### src/hdl/asl_pkg.sv
// Shared types and constants for the Annex-B SPS/PPS locator.
package asl_pkg;

  localparam int unsigned MaxStreamBytesDef = 65536;
  localparam int unsigned PosCap            = 65536;
  localparam int unsigned PosW              = 17;
  localparam int unsigned OffW              = 16;
  localparam int unsigned LenW              = 17;
  localparam int unsigned TypeW             = 5;
  localparam int unsigned OutTdataW         = 72;

  localparam logic [7:0] StartByte = 8'h01;
  localparam logic [7:0] ZeroByte  = 8'h00;
  localparam logic [7:0] TypeMask  = 8'h1F;

  localparam logic [TypeW-1:0] NalSps = 5'd7;
  localparam logic [TypeW-1:0] NalPps = 5'd8;

  localparam logic [1:0] StatusOk       = 2'd0;
  localparam logic [1:0] StatusMissing  = 2'd1;
  localparam logic [1:0] StatusOverflow = 2'd2;

  typedef struct packed {
    logic [7:0] data_byte;
    logic       last_byte;
  } in_item_t;

  typedef struct packed {
    logic            seen;
    logic [OffW-1:0] start;
    logic [LenW-1:0] size;
  } unit_rec_t;

  typedef struct packed {
    unit_rec_t sps;
    unit_rec_t pps;
  } rec_pair_t;

  typedef struct packed {
    logic [LenW-1:0] pps_length;
    logic [OffW-1:0] pps_offset;
    logic            pps_found;
    logic [LenW-1:0] sps_length;
    logic [OffW-1:0] sps_offset;
    logic            sps_found;
    logic [1:0]      status;
  } result_t;

endpackage

### src/hdl/asl_core.sv
// Scanner state, per-byte update and registered result for the locator.
module asl_core import asl_pkg::*; #(
  parameter int unsigned MAX_STREAM_BYTES = MaxStreamBytesDef
) (
  input  logic     clk_i,
  input  logic     rst_ni,
  input  logic     item_valid_i,
  input  in_item_t item_i,
  output logic     item_ready_o,
  output logic     res_valid_o,
  input  logic     res_ready_i,
  output result_t  res_o
);

  localparam int unsigned Lim = (MAX_STREAM_BYTES > PosCap) ? PosCap : MAX_STREAM_BYTES;
  localparam logic [PosW-1:0] LimPos   = PosW'(Lim);
  localparam logic [PosW-1:0] LimPosM1 = PosW'(Lim - 1);

  function automatic rec_pair_t close_unit(
    input rec_pair_t       recs,
    input logic            open,
    input logic            captured,
    input logic [TypeW-1:0] utype,
    input logic [OffW-1:0] ustart,
    input logic [PosW-1:0] end_pos
  );
    rec_pair_t       r;
    logic [LenW-1:0] len;
    r   = recs;
    len = LenW'(end_pos - {1'b0, ustart});
    if (open && captured && (end_pos > {1'b0, ustart})) begin
      if (utype == NalSps && !recs.sps.seen) begin
        r.sps.seen  = 1'b1;
        r.sps.start = ustart;
        r.sps.size  = len;
      end else if (utype == NalPps && !recs.pps.seen) begin
        r.pps.seen  = 1'b1;
        r.pps.start = ustart;
        r.pps.size  = len;
      end
    end
    return r;
  endfunction

  logic [1:0]       zero_run_q, zero_run_d;
  logic [PosW-1:0]  pos_q, pos_d;
  logic             in_unit_q, in_unit_d;
  logic [OffW-1:0]  unit_start_q, unit_start_d;
  logic [TypeW-1:0] unit_type_q, unit_type_d;
  logic             captured_q, captured_d;
  rec_pair_t        recs_q, recs_d, recs_fin;
  logic             overflow_q, overflow_d;
  logic             res_valid_q;
  result_t          res_q, res_d;
  logic             fire;
  logic             start_code;

  assign item_ready_o = !item_i.last_byte || !res_valid_q || res_ready_i;
  assign fire         = item_valid_i && item_ready_o;
  assign start_code   = (item_i.data_byte == StartByte) && (zero_run_q >= 2'd2);

  always_comb begin
    zero_run_d   = zero_run_q;
    pos_d        = pos_q;
    in_unit_d    = in_unit_q;
    unit_start_d = unit_start_q;
    unit_type_d  = unit_type_q;
    captured_d   = captured_q;
    recs_d       = recs_q;
    overflow_d   = overflow_q;
    if (pos_q >= LimPos) begin
      overflow_d = 1'b1;
      in_unit_d  = 1'b0;
    end else begin
      if (start_code) begin
        recs_d       = close_unit(recs_q, in_unit_q, captured_q, unit_type_q, unit_start_q,
                                  pos_q - {{(PosW-2){1'b0}}, zero_run_q});
        in_unit_d    = (pos_q < LimPosM1);
        unit_start_d = OffW'(pos_q + PosW'(1));
        captured_d   = 1'b0;
        unit_type_d  = '0;
      end else if (in_unit_q && !captured_q) begin
        unit_type_d = TypeW'(item_i.data_byte & TypeMask);
        captured_d  = 1'b1;
      end
      if (item_i.data_byte == ZeroByte) begin
        zero_run_d = (zero_run_q == 2'd3) ? 2'd3 : zero_run_q + 2'd1;
      end else begin
        zero_run_d = 2'd0;
      end
      pos_d = pos_q + PosW'(1);
    end

    recs_fin = recs_d;
    if (!overflow_d) begin
      recs_fin = close_unit(recs_d, in_unit_d, captured_d, unit_type_d, unit_start_d, pos_d);
    end

    if (overflow_d) begin
      res_d.status = StatusOverflow;
    end else if (recs_fin.sps.seen && recs_fin.pps.seen) begin
      res_d.status = StatusOk;
    end else begin
      res_d.status = StatusMissing;
    end
    res_d.sps_found  = recs_fin.sps.seen;
    res_d.sps_offset = recs_fin.sps.seen ? recs_fin.sps.start : '0;
    res_d.sps_length = recs_fin.sps.seen ? recs_fin.sps.size  : '0;
    res_d.pps_found  = recs_fin.pps.seen;
    res_d.pps_offset = recs_fin.pps.seen ? recs_fin.pps.start : '0;
    res_d.pps_length = recs_fin.pps.seen ? recs_fin.pps.size  : '0;
  end

  always_ff @(posedge clk_i or negedge rst_ni) begin
    if (!rst_ni) begin
      zero_run_q   <= '0;
      pos_q        <= '0;
      in_unit_q    <= 1'b0;
      unit_start_q <= '0;
      unit_type_q  <= '0;
      captured_q   <= 1'b0;
      recs_q       <= '0;
      overflow_q   <= 1'b0;
    end else if (fire) begin
      if (item_i.last_byte) begin
        zero_run_q   <= '0;
        pos_q        <= '0;
        in_unit_q    <= 1'b0;
        unit_start_q <= '0;
        unit_type_q  <= '0;
        captured_q   <= 1'b0;
        recs_q       <= '0;
        overflow_q   <= 1'b0;
      end else begin
        zero_run_q   <= zero_run_d;
        pos_q        <= pos_d;
        in_unit_q    <= in_unit_d;
        unit_start_q <= unit_start_d;
        unit_type_q  <= unit_type_d;
        captured_q   <= captured_d;
        recs_q       <= recs_d;
        overflow_q   <= overflow_d;
      end
    end
  end

  always_ff @(posedge clk_i or negedge rst_ni) begin
    if (!rst_ni) begin
      res_valid_q <= 1'b0;
    end else if (fire && item_i.last_byte) begin
      res_valid_q <= 1'b1;
    end else if (res_ready_i) begin
      res_valid_q <= 1'b0;
    end
  end

  always_ff @(posedge clk_i) begin
    if (fire && item_i.last_byte) begin
      res_q <= res_d;
    end
  end

  assign res_valid_o = res_valid_q;
  assign res_o       = res_q;

endmodule

### src/hdl/annexb_sps_pps_locator.sv
// Top level: Annex-B byte stream scanner reporting first SPS and PPS location.
// The last byte is held in the input register and then loads the result register.
// Throughput: one byte per cycle unless stalled; the result register frees the input side.
// A result waiting downstream stalls only the next last byte.
// Reset (rst_ni low, asynchronous) clears all scan state; the scan state also
// returns to reset after each last byte.
module annexb_sps_pps_locator import asl_pkg::*; #(
  parameter int unsigned MAX_STREAM_BYTES = MaxStreamBytesDef
) (
  input  logic                 clk_i,
  input  logic                 rst_ni,
  input  logic                 s_axis_tvalid,
  output logic                 s_axis_tready,
  input  logic [7:0]           s_axis_tdata,  // [7:0] data_byte
  input  logic                 s_axis_tlast,  // last_byte
  output logic                 m_axis_tvalid,
  input  logic                 m_axis_tready,
  // [1:0] status, [2] sps_found, [18:3] sps_offset, [35:19] sps_length,
  // [36] pps_found, [52:37] pps_offset, [69:53] pps_length, [71:70] zero
  output logic [OutTdataW-1:0] m_axis_tdata
);

  logic     in_valid_q;
  in_item_t in_item_q;
  logic     core_ready;
  logic     advance;
  result_t  res;

  assign advance       = in_valid_q && core_ready;
  assign s_axis_tready = !in_valid_q || advance;

  always_ff @(posedge clk_i or negedge rst_ni) begin
    if (!rst_ni) begin
      in_valid_q <= 1'b0;
    end else if (s_axis_tready) begin
      in_valid_q <= s_axis_tvalid;
    end
  end

  always_ff @(posedge clk_i) begin
    if (s_axis_tready && s_axis_tvalid) begin
      in_item_q.data_byte <= s_axis_tdata;
      in_item_q.last_byte <= s_axis_tlast;
    end
  end

  asl_core #(
    .MAX_STREAM_BYTES(MAX_STREAM_BYTES)
  ) u_core (
    .clk_i       (clk_i),
    .rst_ni      (rst_ni),
    .item_valid_i(in_valid_q),
    .item_i      (in_item_q),
    .item_ready_o(core_ready),
    .res_valid_o (m_axis_tvalid),
    .res_ready_i (m_axis_tready),
    .res_o       (res)
  );

  assign m_axis_tdata = {2'b00, res};

endmodule

### config.mk
export PLATFORM = sky130hd
export DESIGN_NAME = annexb_sps_pps_locator
export DESIGN_NICKNAME = d
export VERILOG_FILES = /design/src/hdl/asl_pkg.sv /design/src/hdl/asl_core.sv /design/src/hdl/annexb_sps_pps_locator.sv
export SDC_FILE = /design/constraint.sdc
export NUM_CORES = 1
export LEC_CHECK = 0
export BUFFER_PORTS_ARGS = -buffer_cell sky130_fd_sc_hd__buf_2
export CORE_MARGIN = 3
export CORE_UTILIZATION = 52
export CTS_CLUSTER_DIAMETER = 50
export DETAILED_ROUTE_END_ITERATION = 7
export PLACE_DENSITY = 0.75
export SYNTH_ARGS = -nofsm -noshare
export SYNTH_HDL_FRONTEND = slang
export SYNTH_SLANG_ARGS = --single-unit
### constraint.sdc
create_clock -name clk_i -period 5.2 [get_ports clk_i]
set_clock_uncertainty 0.05 [all_clocks]
set_input_delay 0.52 -clock clk_i [delete_from_list [all_inputs] [get_ports clk_i]]
set_output_delay 0.52 -clock clk_i [all_outputs]
set_load 0.01 [all_outputs]
After elaboration in Yosys (flattened, before gate mapping)
Cells that the tools add are included.
{"block": "totals", "reg_bits": 192, "input_bits": 13, "out_inout_bits": 74, "wordCells": 106}
{"block": "classes", "addsub": 5, "magnitude_cmp": 5, "eq_ne": 7, "mux": 37, "n_reduce_logical": 28}
{"cell": "$mux 68", "count": 6}
{"cell": "$mux 34", "count": 6}
{"cell": "$mux 16", "count": 3}
{"cell": "$gt 17x16->1", "count": 2}
{"cell": "$mux 17", "count": 2}
{"cell": "$sub 17x16->17", "count": 2}
{"cell": "$mux 5", "count": 4}
{"cell": "$add 17x1->17 const B", "count": 1}
{"cell": "$ge 17x17->1 const B", "count": 1}
{"cell": "$lt 17x16->1 const B", "count": 1}
{"cell": "$sub 17x2->17", "count": 1}
{"cell": "$logic_and 1x1->1", "count": 14}
{"cell": "$mux 1", "count": 12}
{"cell": "$eq 5x3->1 const B", "count": 2}
{"cell": "$eq 5x4->1 const B", "count": 2}
{"cell": "$eq 8x1->1 const B", "count": 1}
{"cell": "$logic_not 1->1", "count": 8}
{"cell": "$logic_not 8->1", "count": 1}
{"cell": "$mux 2", "count": 4}
{"cell": "$logic_or 1x1->1", "count": 3}
{"cell": "$add 2x1->2 const B", "count": 1}
{"cell": "$eq 2x2->1 const B", "count": 1}
{"cell": "$ge 2x2->1 const B", "count": 1}
{"cell": "$ne 2x2->1 const B", "count": 1}
{"cell": "other kinds (2)", "count": 2}

Logic depth before layout (Yosys ltp)
Gate-level depths: netlist of the first run.
{"block": "depth", "word_depth": 15, "ltp_mapped": 20}

By module
From an unflattened synthesis of the first run, not the netlist that was laid out.
{"block": "hier_totals", "hier_cells": 1116, "hier_area_um2": 10854.2}
{"mod": "asl_core", "n_inst": 1, "cells_per_inst": 1100, "area_each_um2": 10511.3}
{"mod": "annexb_sps_pps_locator", "n_inst": 1, "cells_per_inst": 16, "area_each_um2": 342.8}

Worst setup path after synthesis of the first run
OpenSTA, ideal clock, no wires.
{"block": "synth_path", "path_kind": "register -> register", "start": "reg u_core.pos_q[0]", "end": "reg u_core.res_q, in the netlist u_core.res_o[30] (data pin)", "t_arrival_ns": 4.563, "t_required_ns": 4.887, "setup_slack_ns": 0.323, "path_stages_with_launch": 20, "n_path_buf": 4, "cell_sequence": "dfrtp_1 inv_1 ha_1 inv_1 fa_1 or2_2 clkbuf_1 nor4_1 xor2_1 ha_1 a21o_1 or3_1 o21a_1 clkbuf_1 o211ai_1 a211oi_4 nor2_1 buf_2 buf_6 o22ai_1"}
{"block": "synth_between", "elab_chain_cells": 11}
{"item": "start, declared", "line_no": "asl_core.sv:46", "source": "logic [PosW-1:0] pos_q, pos_d;"}
{"item": "start signal, assigned", "line_no": "asl_core.sv:136", "source": "pos_q <= pos_d;"}
{"item": "$sub 17x2->17", "line_no": "asl_core.sv:77", "source": "pos_q - {{(PosW-2){1'b0}}, zero_run_q});"}
{"item": "$gt 17x16->1", "line_no": "asl_core.sv:31", "source": "if (open && captured && (end_pos > {1'b0, ustart})) begin"}
{"item": "$logic_and 1x1->1", "line_no": "asl_core.sv:31"}
{"item": "$mux 68", "line_no": "asl_core.sv:31"}
{"item": "$mux 68", "line_no": "asl_core.sv:75", "source": "if (start_code) begin"}
{"item": "$mux 68", "line_no": "asl_core.sv:71", "source": "if (pos_q >= LimPos) begin"}
{"item": "$logic_not 1->1", "line_no": "asl_core.sv:32", "source": "if (utype == NalSps && !recs.sps.seen) begin"}
{"item": "$logic_and 1x1->1", "line_no": "asl_core.sv:32"}
{"item": "$mux 34", "line_no": "asl_core.sv:32"}
{"item": "$mux 68", "line_no": "asl_core.sv:31"}
{"item": "$mux 68 *", "line_no": "asl_core.sv:95", "source": "if (!overflow_d) begin"}
{"item": "end signal, assigned", "line_no": "asl_core.sv:159", "source": "res_q <= res_d;"}
{"item": "end, declared", "line_no": "asl_core.sv:54", "source": "result_t res_q, res_d;"}
Mark *: on every way between the ends. The rest lies on a longest branch, timed or not.
A chain may end at the register's enable or synchronous reset.

Worst setup path after layout of the first run
{"block": "layout_path", "start": "reg u_core.pos_q[0]", "end": "reg u_core.res_q, in the netlist u_core.res_o[16] (data pin)"}
Same word-level chain as after synthesis.

==> results of run 1 <==
## kinds of logic after synthesis
family                   count (synthesis)  share of synthesized area
AND/OR/NAND/NOR                        351                      0.150
flip-flops                             192                      0.433
adder cells (fa/ha/maj)                 39                     0.0426
other                                    1                   0.000313
multiplexers                            76                     0.0637
XOR/XNOR                                61                     0.0445
AO/OA/AOI/OAI                          370                      0.213
buffers and inverters                  151                     0.0525
## power by group
part | switching, mW | total [mW] | internal [mW]
Combinational | 0.850 | 1.26 | 0.408
Clock | 0.684 | 1.33 | 0.647
Sequential | 0.0235 | 1.64 | 1.61
## cell type report
| class | instances | area [um2] |
|---|---|---|
| fill | 1884 | 8690 |
| multi-input combinational | 899 | 6220 |
| sequential | 192 | 5200 |
| timing repair buffer | 141 | 976 |
| clock buffer | 17 | 425 |
| tap | 280 | 350 |
| inverter | 57 | 214 |
| clock inverter | 15 | 160 |
## sequential cells by signal, indices dropped and copies added, names as in the netlist
register             flops
u_core.captured_q        1
u_core.recs_q           68
in_item_q                9
u_core.unit_type_q       5
u_core.in_unit_q         1
u_core.pos_q            17
u_core.zero_run_q        2
in_valid_q               1
u_core.overflow_q        1
u_core.unit_start_q     16
u_core.res_o            70
u_core.res_valid_o       1
## layout by cell type (no fill, tap or decap), types with 42 or more instances in the layout
| cell type | n |
|---|---|
| a22oi_1 | 42 |
| buf_2 | 83 |
| o21ai_0 | 96 |
| buf_4 | 48 |
| nand4_1 | 54 |
| nor2_1 | 59 |
| mux2i_1 | 73 |
| edfxtp_1 | 79 |
| dfrtp_1 | 113 |
| inv_1 | 55 |
| nand2_1 | 105 |
## per-stage QoR
| step | worst slack [ns] | std cells |
|---|---|---|
| 2_1_floorplan | 0.323 | 1242 |
| 3_3_place_gp | 0.384 | 1564 |
| 3_5_place_dp | 0.286 | 1564 |
| 4_1_cts | 0.258 | 1596 |
| 5_1_grt | 0.0313 | 1601 |
| 6_report | 0.345 | 1601 |
## critical path: stages (launching register included)
cell	delay, ns
dfrtp_1	0.46
inv_1	0.13
ha_1	0.16
inv_1	0.06
fa_1	0.38
or2_2	0.38
nor4_1	0.34
xor2_1	0.20
ha_1	0.36
a21oi_1	0.17
o21ai_0	0.18
a211oi_1	0.33
nand3_1	0.27
o2111ai_4	0.39
buf_12	0.29
mux2i_1	0.27
o21ai_0	0.14
## per-layer routing
layer  wire (um)  GRT usage  vias up
met5          23          0        -
li1            -          -     4762
met1       16100      0.442     5182
met4         999     0.0884        4
met3        3580     0.0623       73
met2       16800      0.466      579
## worst max-delay path by stage
stage	slack, ns	endpoint	cells past startpoint	from
4_1_cts	0.26	u_core.res_o[12]$_SDFFCE_PN0P_	16	u_core.pos_q[0]$_DFFE_PN0P_
6_report	0.35	u_core.res_o[16]$_SDFFCE_PN0P_	16	u_core.pos_q[0]$_DFFE_PN0P_
5_1_grt	0.03	u_core.res_o[66]$_SDFFCE_PN0P_	16	in_item_q[2]$_DFFE_PP_
3_5_place_dp	0.29	u_core.res_o[60]$_SDFFCE_PN0P_	16	u_core.pos_q[0]$_DFFE_PN0P_
2_1_floorplan	0.32	u_core.res_o[30]$_SDFFCE_PN0P_	19	u_core.pos_q[0]$_DFFE_PN0P_
3_3_place_gp	0.38	u_core.res_o[13]$_SDFFCE_PN0P_	16	u_core.pos_q[0]$_DFFE_PN0P_
## timing repair
action,CTS,global route
buffers inserted,0,5
gates resized for setup,0,2
setup endpoints to repair,0,9
==> results.json, run 1 <==
{
  "die_w_um": 158,
  "post-route-min-period_ns": 4.85,
  "routed_via_density": 6.62,
  "cts_root_buffer": "clkbuf_16",
  "rsz0062_at_grt": "no",
  "ir_drop_v": 0.000219,
  "placed_area_um2": 12900,
  "numCtsBuffers": 17,
  "max_clock_freq_ghz": 0.206,
  "gp_congestion": 1.02,
  "tns_ns": 0,
  "drt-total-wl_mm": 37.5,
  "path_class": "reg2reg",
  "hold_viol_final": 0,
  "setup_violations": 0,
  "clock_latency_ns": 0.45,
  "core-area_um2": 22200,
  "cap_violations": 0,
  "syn_avg_cell_area_um2": 9.67,
  "ant_nets": 0,
  "clk_pin_slew_worst_paths_ns": 0.08,
  "ys_seq_area_frac": 0.433,
  "synth_top_cell_by_area": "dfrtp_1",
  "ctsHoldBuffers": 0,
  "worst_hold_slack_ns": 0.157,
  "grt-ovfl-total": 0,
  "final_core_util": 0.609,
  "syn_area_um2": 12000,
  "yosys_warnings": 0,
  "hp-class": "in2async",
  "rows": 54,
  "drive_gt1_frac": 0.156,
  "slew_violations": 0,
  "firstDrtPassIters": 6,
  "cellPowerDensity_nw_per_um2": 312,
  "antenna_cells": 0,
  "ios": 87,
  "synth_most_common_cell": "dfrtp_1",
  "start_util": 0.540,
  "die_h_um": 158,
  "antenna_found_initial": 3,
  "cp.required_ns": 5.33,
  "status": "completed",
  "grt_max_degree": 73,
  "period_share": 0.934,
  "yosysUniqueCellTypes": 73,
  "grt_pass1_vias": 9830,
  "syn2layout_area_growth_pct": 12.9,
  "synthTopCellsByCount": "dfrtp_1, nand2_1, o21ai_0",
  "clock_sinks": 192,
  "p_leak_nw": 5.95,
  "r2r-start": "u_core.pos_q[0]$_DFFE_PN0P_",
  "post_drt_wl_per_cell_um": 23.4,
  "portBuffers": 84,
  "yosys.area.top_type_share": 0.236,
  "worstRegToRegCells": 16,
  "end_kind": "flop",
  "place_hpwl_mm": 27.0,
  "worstMarginPinSlew_ns": 1.13,
  "htreeDepth": 4,
  "cts_tree": "yes",
  "drc": 0,
  "async_reset_ff_frac": 0.589,
  "syn-instance-count": 1241,
  "dr_total_vias": 10600,
  "final_cell_area_um2": 13500,
  "worstSetupStartpointType": "flop",
  "path_max_fanout": 41,
  "layout.nets": 1360,
  "grt_first_pass_wirelength_mm": 58.3,
  "cts.path.max_buffers": 2,
  "synth.area.top_cells": "dfrtp_1, edfxtp_1, mux2i_1",
  "ys.flop_type": "dfrtp_1",
  "slew-limit-headroom": 0.237,
  "die_area_um2": 24900,
  "r2r_slack_ns": 0.35,
  "p_total_mw": 4.22,
  "regToRegEndpoint": "u_core.res_o[16]$_SDFFCE_PN0P_",
  "synth_seq_cells": 192,
  "synth_edf_count": 79,
  "first_iter_violations": 1110,
  "grt_usage": 0.305,
  "crit_arrival_ns": 4.98
}
No activity file was read; power rests on OpenSTA's default activity.
==> run 2: changes to the inputs <==
--- a/config.mk
+++ b/config.mk
@@ -10,7 +10,7 @@
 export CORE_UTILIZATION = 52
 export CTS_CLUSTER_DIAMETER = 50
 export DETAILED_ROUTE_END_ITERATION = 7
-export PLACE_DENSITY = 0.75
+export PLACE_DENSITY = 0.72
 export SYNTH_ARGS = -nofsm -noshare
 export SYNTH_HDL_FRONTEND = slang
 export SYNTH_SLANG_ARGS = --single-unit
==> constraint.sdc (replaced) <==
create_clock -name clk_i -period 4.5 [get_ports clk_i]
set_clock_uncertainty 0.05 [all_clocks]
set_input_delay 0.45 -clock clk_i [delete_from_list [all_inputs] [get_ports clk_i]]
set_output_delay 0.45 -clock clk_i [all_outputs]
set_load 0.01 [all_outputs]
==> results.json, run 2 (synthesis gave the netlist of run 1 again) <==
{
  "status": "completed",
  "post_drt_wl_per_cell_um": 24.6,
  "die_h_um": 158,
  "worstSetupStartpointType": "flop",
  "rows": 54,
  "setup_violations": 0,
  "slew-limit-headroom": 0.371,
  "core-area_um2": 22200,
  "r2r_slack_ns": 0.03,
  "m1WireLength_mm": 17.6,
  "clk_pin_slew_worst_paths_ns": 0.09,
  "worstMarginPinSlew_ns": 0.944,
  "first_iter_violations": 1143,
  "final_core_util": 0.641,
  "slew_violations": 0,
  "cts_root_buffer": "clkbuf_16",
  "met2_length_mm": 18.3,
  "tns_ns": 0,
  "htreeDepth": 4,
  "dr_total_vias": 10700,
  "ios": 87,
  "ir_drop_v": 0.000308,
  "place_hpwl_mm": 28.6,
  "clock_sinks": 192,
  "met3_length_mm": 3.79,
  "cts_tree": "yes",
  "final_cell_mix": "dfrtp_1, nand2_1, buf_4, buf_2, edfxtp_1",
  "cp.required_ns": 4.63,
  "worstRegToRegCells": 18,
  "routed_via_density": 6.48,
  "die_area_um2": 24900,
  "p_total_mw": 5.13,
  "end_kind": "flop",
  "drt-total-wl_mm": 40.6,
  "firstDrtPassIters": 6,
  "grt_usage": 0.319,
  "antenna_cells": 0,
  "cts.path.max_buffers": 2,
  "grt-ovfl-total": 0,
  "clock_latency_ns": 0.45,
  "grt_max_degree": 67,
  "cellPowerDensity_nw_per_um2": 360,
  "layout.nets": 1410,
  "grt_first_pass_wirelength_mm": 60.6,
  "ctsHoldBuffers": 0,
  "layout_commonest_cell": "dfrtp_1",
  "placed_area_um2": 13300,
  "ant_nets": 0,
  "highest_layer": "met5",
  "period_share": 0.993,
  "hold_viol_final": 0,
  "post-route-min-period_ns": 4.47,
  "r2r-start": "in_item_q[2]$_DFFE_PP_",
  "drive_gt1_frac": 0.214,
  "largest_reg_flops": 70,
  "die_w_um": 158,
  "path_max_fanout": 29,
  "portBuffers": 84,
  "crit_arrival_ns": 4.60,
  "final_cell_area_um2": 14200,
  "numCtsBuffers": 17,
  "gp_congestion": 0.998,
  "p_leak_nw": 6.26,
  "grt_pass1_vias": 9969,
  "hp-class": "in2async",
  "drc": 0,
  "max_clock_freq_ghz": 0.224,
  "syn2layout_area_growth_pct": 18.7,
  "path_class": "reg2reg",
  "antenna_found_initial": 1,
  "regToRegEndpoint": "u_core.res_o[34]$_SDFFCE_PN0P_",
  "cap_violations": 0,
  "start_util": 0.540
}
## run 2: cell types whose count changed in the layout (fill, tap and decap cells not counted), moves of 4 or more
cell and change:
o21ai_0 -31, ha_2 +4, clkbuf_16 +5, o21ai_1 +28
ha_1 -5, buf_4 +40
## run 2: metal layers
layer	vias up	track usage
met5	-	0
met4	2	0.0760
met3	55	0.0664
met2	523	0.495
met1	5258	0.463
li1	4864	-
## run 2: how the worst max path moves through the flow
stage                                startpoint                        endpoint  slack, ns  cells after the start
floorplan           u_core.pos_q[0]$_DFFE_PN0P_  u_core.res_o[30]$_SDFFCE_PN0P_      -0.15                     19
global placement         in_item_q[2]$_DFFE_PP_  u_core.res_o[66]$_SDFFCE_PN0P_     -0.006                     16
detailed placement       in_item_q[2]$_DFFE_PP_  u_core.res_o[33]$_SDFFCE_PN0P_      0.008                     15
CTS                 u_core.pos_q[0]$_DFFE_PN0P_    u_core.recs_q[7]$_DFFE_PN0P_      0.009                     16
global route             in_item_q[2]$_DFFE_PP_   u_core.res_o[6]$_SDFFCE_PN0P_      -0.08                     20
finish                   in_item_q[2]$_DFFE_PP_  u_core.res_o[34]$_SDFFCE_PN0P_       0.03                     18
## run 2: cell type report
class	count	area [um2]
clock buffer	17	425
sequential	192	5200
timing repair buffer	191	1480
multi-input combinational	899	6390
fill	1832	7990
tap	280	350
inverter	57	214
clock inverter	15	185
## run 2: worst max-delay path: stages (launching register included)
cell and delay [ns]:
edfxtp_1 0.39, or4_4 0.56, or3_4 0.37, nor2_4 0.18
buf_6 0.15, buf_12 0.10, clkbuf_16 0.17, nand2_1 0.09
o21a_4 0.15, inv_1 0.07, ha_1 0.26, a21o_1 0.20
o41ai_1 0.37, o211ai_1 0.14, buf_4 0.20, and4b_1 0.21
buf_12 0.17, a221oi_1 0.27, a21oi_1 0.06
## run 2: stage by stage
stage	instances	worst slack [ns]	hold WS, ns
after detailed placement	1604	0.00792	0.417
after global placement	1604	-0.00590	0.411
final	1651	0.0304	0.0392
after floorplan	1242	-0.146	0.104
after CTS	1636	0.00863	0.0900
after global routing	1651	-0.0812	0.113
## run 2: power breakdown
part	total, mW	switching [mW]	internal (mW)
registers	1.89	0.0237	1.86
logic	1.66	1.08	0.577
clock network	1.58	0.823	0.760
## run 2: repair_timing
item,4_1_cts,5_1_grt
gates cloned,0,5
pin swaps,0,9
gates resized for setup,3,48
buffers inserted,0,10
endpoints found under the setup margin,4,118
==> run 3: changes to the inputs <==
--- a/config.mk
+++ b/config.mk
@@ -5,12 +5,12 @@
 export SDC_FILE = /design/constraint.sdc
 export NUM_CORES = 1
 export LEC_CHECK = 0
-export BUFFER_PORTS_ARGS = -buffer_cell sky130_fd_sc_hd__buf_2
 export CORE_MARGIN = 3
 export CORE_UTILIZATION = 52
 export CTS_CLUSTER_DIAMETER = 50
 export DETAILED_ROUTE_END_ITERATION = 7
-export PLACE_DENSITY = 0.72
+export DONT_BUFFER_PORTS = 1
+export PLACE_DENSITY = 0.69
 export SYNTH_ARGS = -nofsm -noshare
 export SYNTH_HDL_FRONTEND = slang
 export SYNTH_SLANG_ARGS = --single-unit
==> results.json, run 3 (synthesis gave the netlist of run 1 again) <==
{
  "status": "completed",
  "grt_max_degree": 114,
  "cp.required_ns": 4.64,
  "final_cell_count_no_fill": 1560,
  "final.fill_count": 1802,
  "routed_via_density": 6.58,
  "end_kind": "flop",
  "dp.cells": 1516,
  "hp-class": "in2reg",
  "final_cell_mix": "dfrtp_1, nand2_1, buf_4, edfxtp_1, mux2i_1",
  "cts_root_buffer": "clkbuf_16",
  "drc": 0,
  "syn2layout_area_growth_pct": 14.5,
  "drt-total-wl_mm": 37.6,
  "layout_commonest_cell": "dfrtp_1",
  "cts.path.max_buffers": 2,
  "ios": 87,
  "worstMarginPinSlew_ns": 1.10,
  "worst_hold_slack_ns": 0.0518,
  "dr_total_vias": 10300,
  "post-route-min-period_ns": 4.39,
  "r2r_slack_ns": 0.11,
  "die_h_um": 158,
  "max_clock_freq_ghz": 0.228,
  "path_max_fanout": 12,
  "grt_first_pass_wirelength_mm": 56.8,
  "portBuffers": 0,
  "post_drt_wl_per_cell_um": 24.1,
  "slew-limit-headroom": 0.263,
  "die_w_um": 158,
  "drive_gt1_frac": 0.159,
  "htreeDepth": 4,
  "rows": 54,
  "grt-ovfl-total": 0,
  "clock_latency_ns": 0.44,
  "cellPowerDensity_nw_per_um2": 363,
  "layout.nets": 1319,
  "antenna_cells": 0,
  "clock_sinks": 192,
  "period_share": 0.975,
  "worstSetupStartpointType": "flop",
  "p_leak_nw": 5.86,
  "largest_reg_flops": 70,
  "start_util": 0.540,
  "grt_pass1_vias": 9410,
  "setup_violations": 0,
  "clk_pin_slew_worst_paths_ns": 0.08,
  "ir_drop_v": 0.000224,
  "cap_violations": 0,
  "rsz0062_at_grt": "yes",
  "hold_viol_final": 0,
  "place_hpwl_mm": 26.5,
  "grt_usage": 0.298,
  "crit_arrival_ns": 4.52,
  "final_core_util": 0.618,
  "first_iter_violations": 1121,
  "slew_violations": 0,
  "antenna_found_initial": 0,
  "firstDrtPassIters": 6,
  "path_class": "reg2reg",
  "placed_area_um2": 12800,
  "gp_congestion": 1.01,
  "numCtsBuffers": 17,
  "die_area_um2": 24900,
  "cts_tree": "yes",
  "core-area_um2": 22200,
  "ant_nets": 0,
  "final_cell_area_um2": 13700
}
==> run 3: cell count changes in the layout (fill, tap and decap cells not counted), sizes merged <==
cell,previous run,this run
buf,186,97
clkbuf,22,20
dlygate4sd3,0,1
clkinvlp,1,0
==> run 3: worst max-delay path, cell delays in order (launching register included) <==
cell	delay, ns
dfrtp_1	0.40
or4_4	0.60
or4_4	0.56
nor3_2	0.14
xor2_1	0.23
ha_1	0.31
and3_1	0.23
a211oi_2	0.33
nand3_2	0.22
o2111ai_4	0.37
buf_12	0.20
buf_12	0.14
mux2i_1	0.22
o22ai_1	0.13
==> run 3: power breakdown <==
part | internal, mW | switching (mW)
sequential | 1.87 | 0.0397
clock | 0.750 | 0.782
combinational | 0.513 | 1.03
total | 3.13 | 1.85
==> run 3: metrics by stage <==
| stage | worst slack [ns] | total power, mW | TNS, ns |
|---|---|---|---|
| 3_3_place_gp | -0.00977 | 3.34 | -0.00977 |
| 6_report | 0.114 | 4.98 | 0 |
| 5_1_grt | -0.0326 | 5.15 | -0.117 |
| 4_1_cts | 0.00317 | 4.90 | 0 |
| 2_1_floorplan | -0.146 | 2.86 | -3.50 |
| 3_5_place_dp | -0.0371 | 3.35 | -0.0606 |
==> run 3: worst paths after layout <==
kind,from,endpoint,cells after the start
max,u_core.pos_q[6]$_DFFE_PN0P_,u_core.res_o[64]$_SDFFCE_PN0P_,13
min,s_axis_tlast,in_item_q[0]$_DFFE_PP_,0
max reg2reg,u_core.pos_q[6]$_DFFE_PN0P_,u_core.res_o[64]$_SDFFCE_PN0P_,13
min reg2reg,u_core.in_unit_q$_DFFE_PN0P_,u_core.in_unit_q$_DFFE_PN0P_,1
max in group asynchronous,rst_ni,u_core.pos_q[1]$_DFFE_PN0P_,2
min in group asynchronous,rst_ni,u_core.recs_q[22]$_DFFE_PN0P_,2
==> run 3: area by class of cell <==
| class | count | area [um2] | share of cell area |
|---|---|---|---|
| clock buffer | 18 | 429 | 0.0313 |
| inverter | 57 | 214 | 0.0156 |
| clock inverter | 14 | 160 | 0.0117 |
| sequential | 192 | 5200 | 0.379 |
| multi-input combinational | 899 | 6430 | 0.468 |
| tap | 280 | 350 | 0.0255 |
| timing repair buffer | 100 | 950 | 0.0692 |
==> run 3: repair_timing <==
action                                 4_1_cts  5_1_grt
setup buffers                                0        8
gates resized for setup                      4       45
hold buffers                                 2        0
pin swaps                                    1        9
setup endpoints to repair                   10       97
endpoints found under the hold margin      113        0
cloned                                       0        2
==> run 3: routing by layer <==
metal,GRT usage,share of wire,up-vias
met5,0,0,-
li1,-,-,4688
met4,0.0781,0.024,0
met3,0.0563,0.083,55
met1,0.446,0.45,4984
met2,0.447,0.44,541
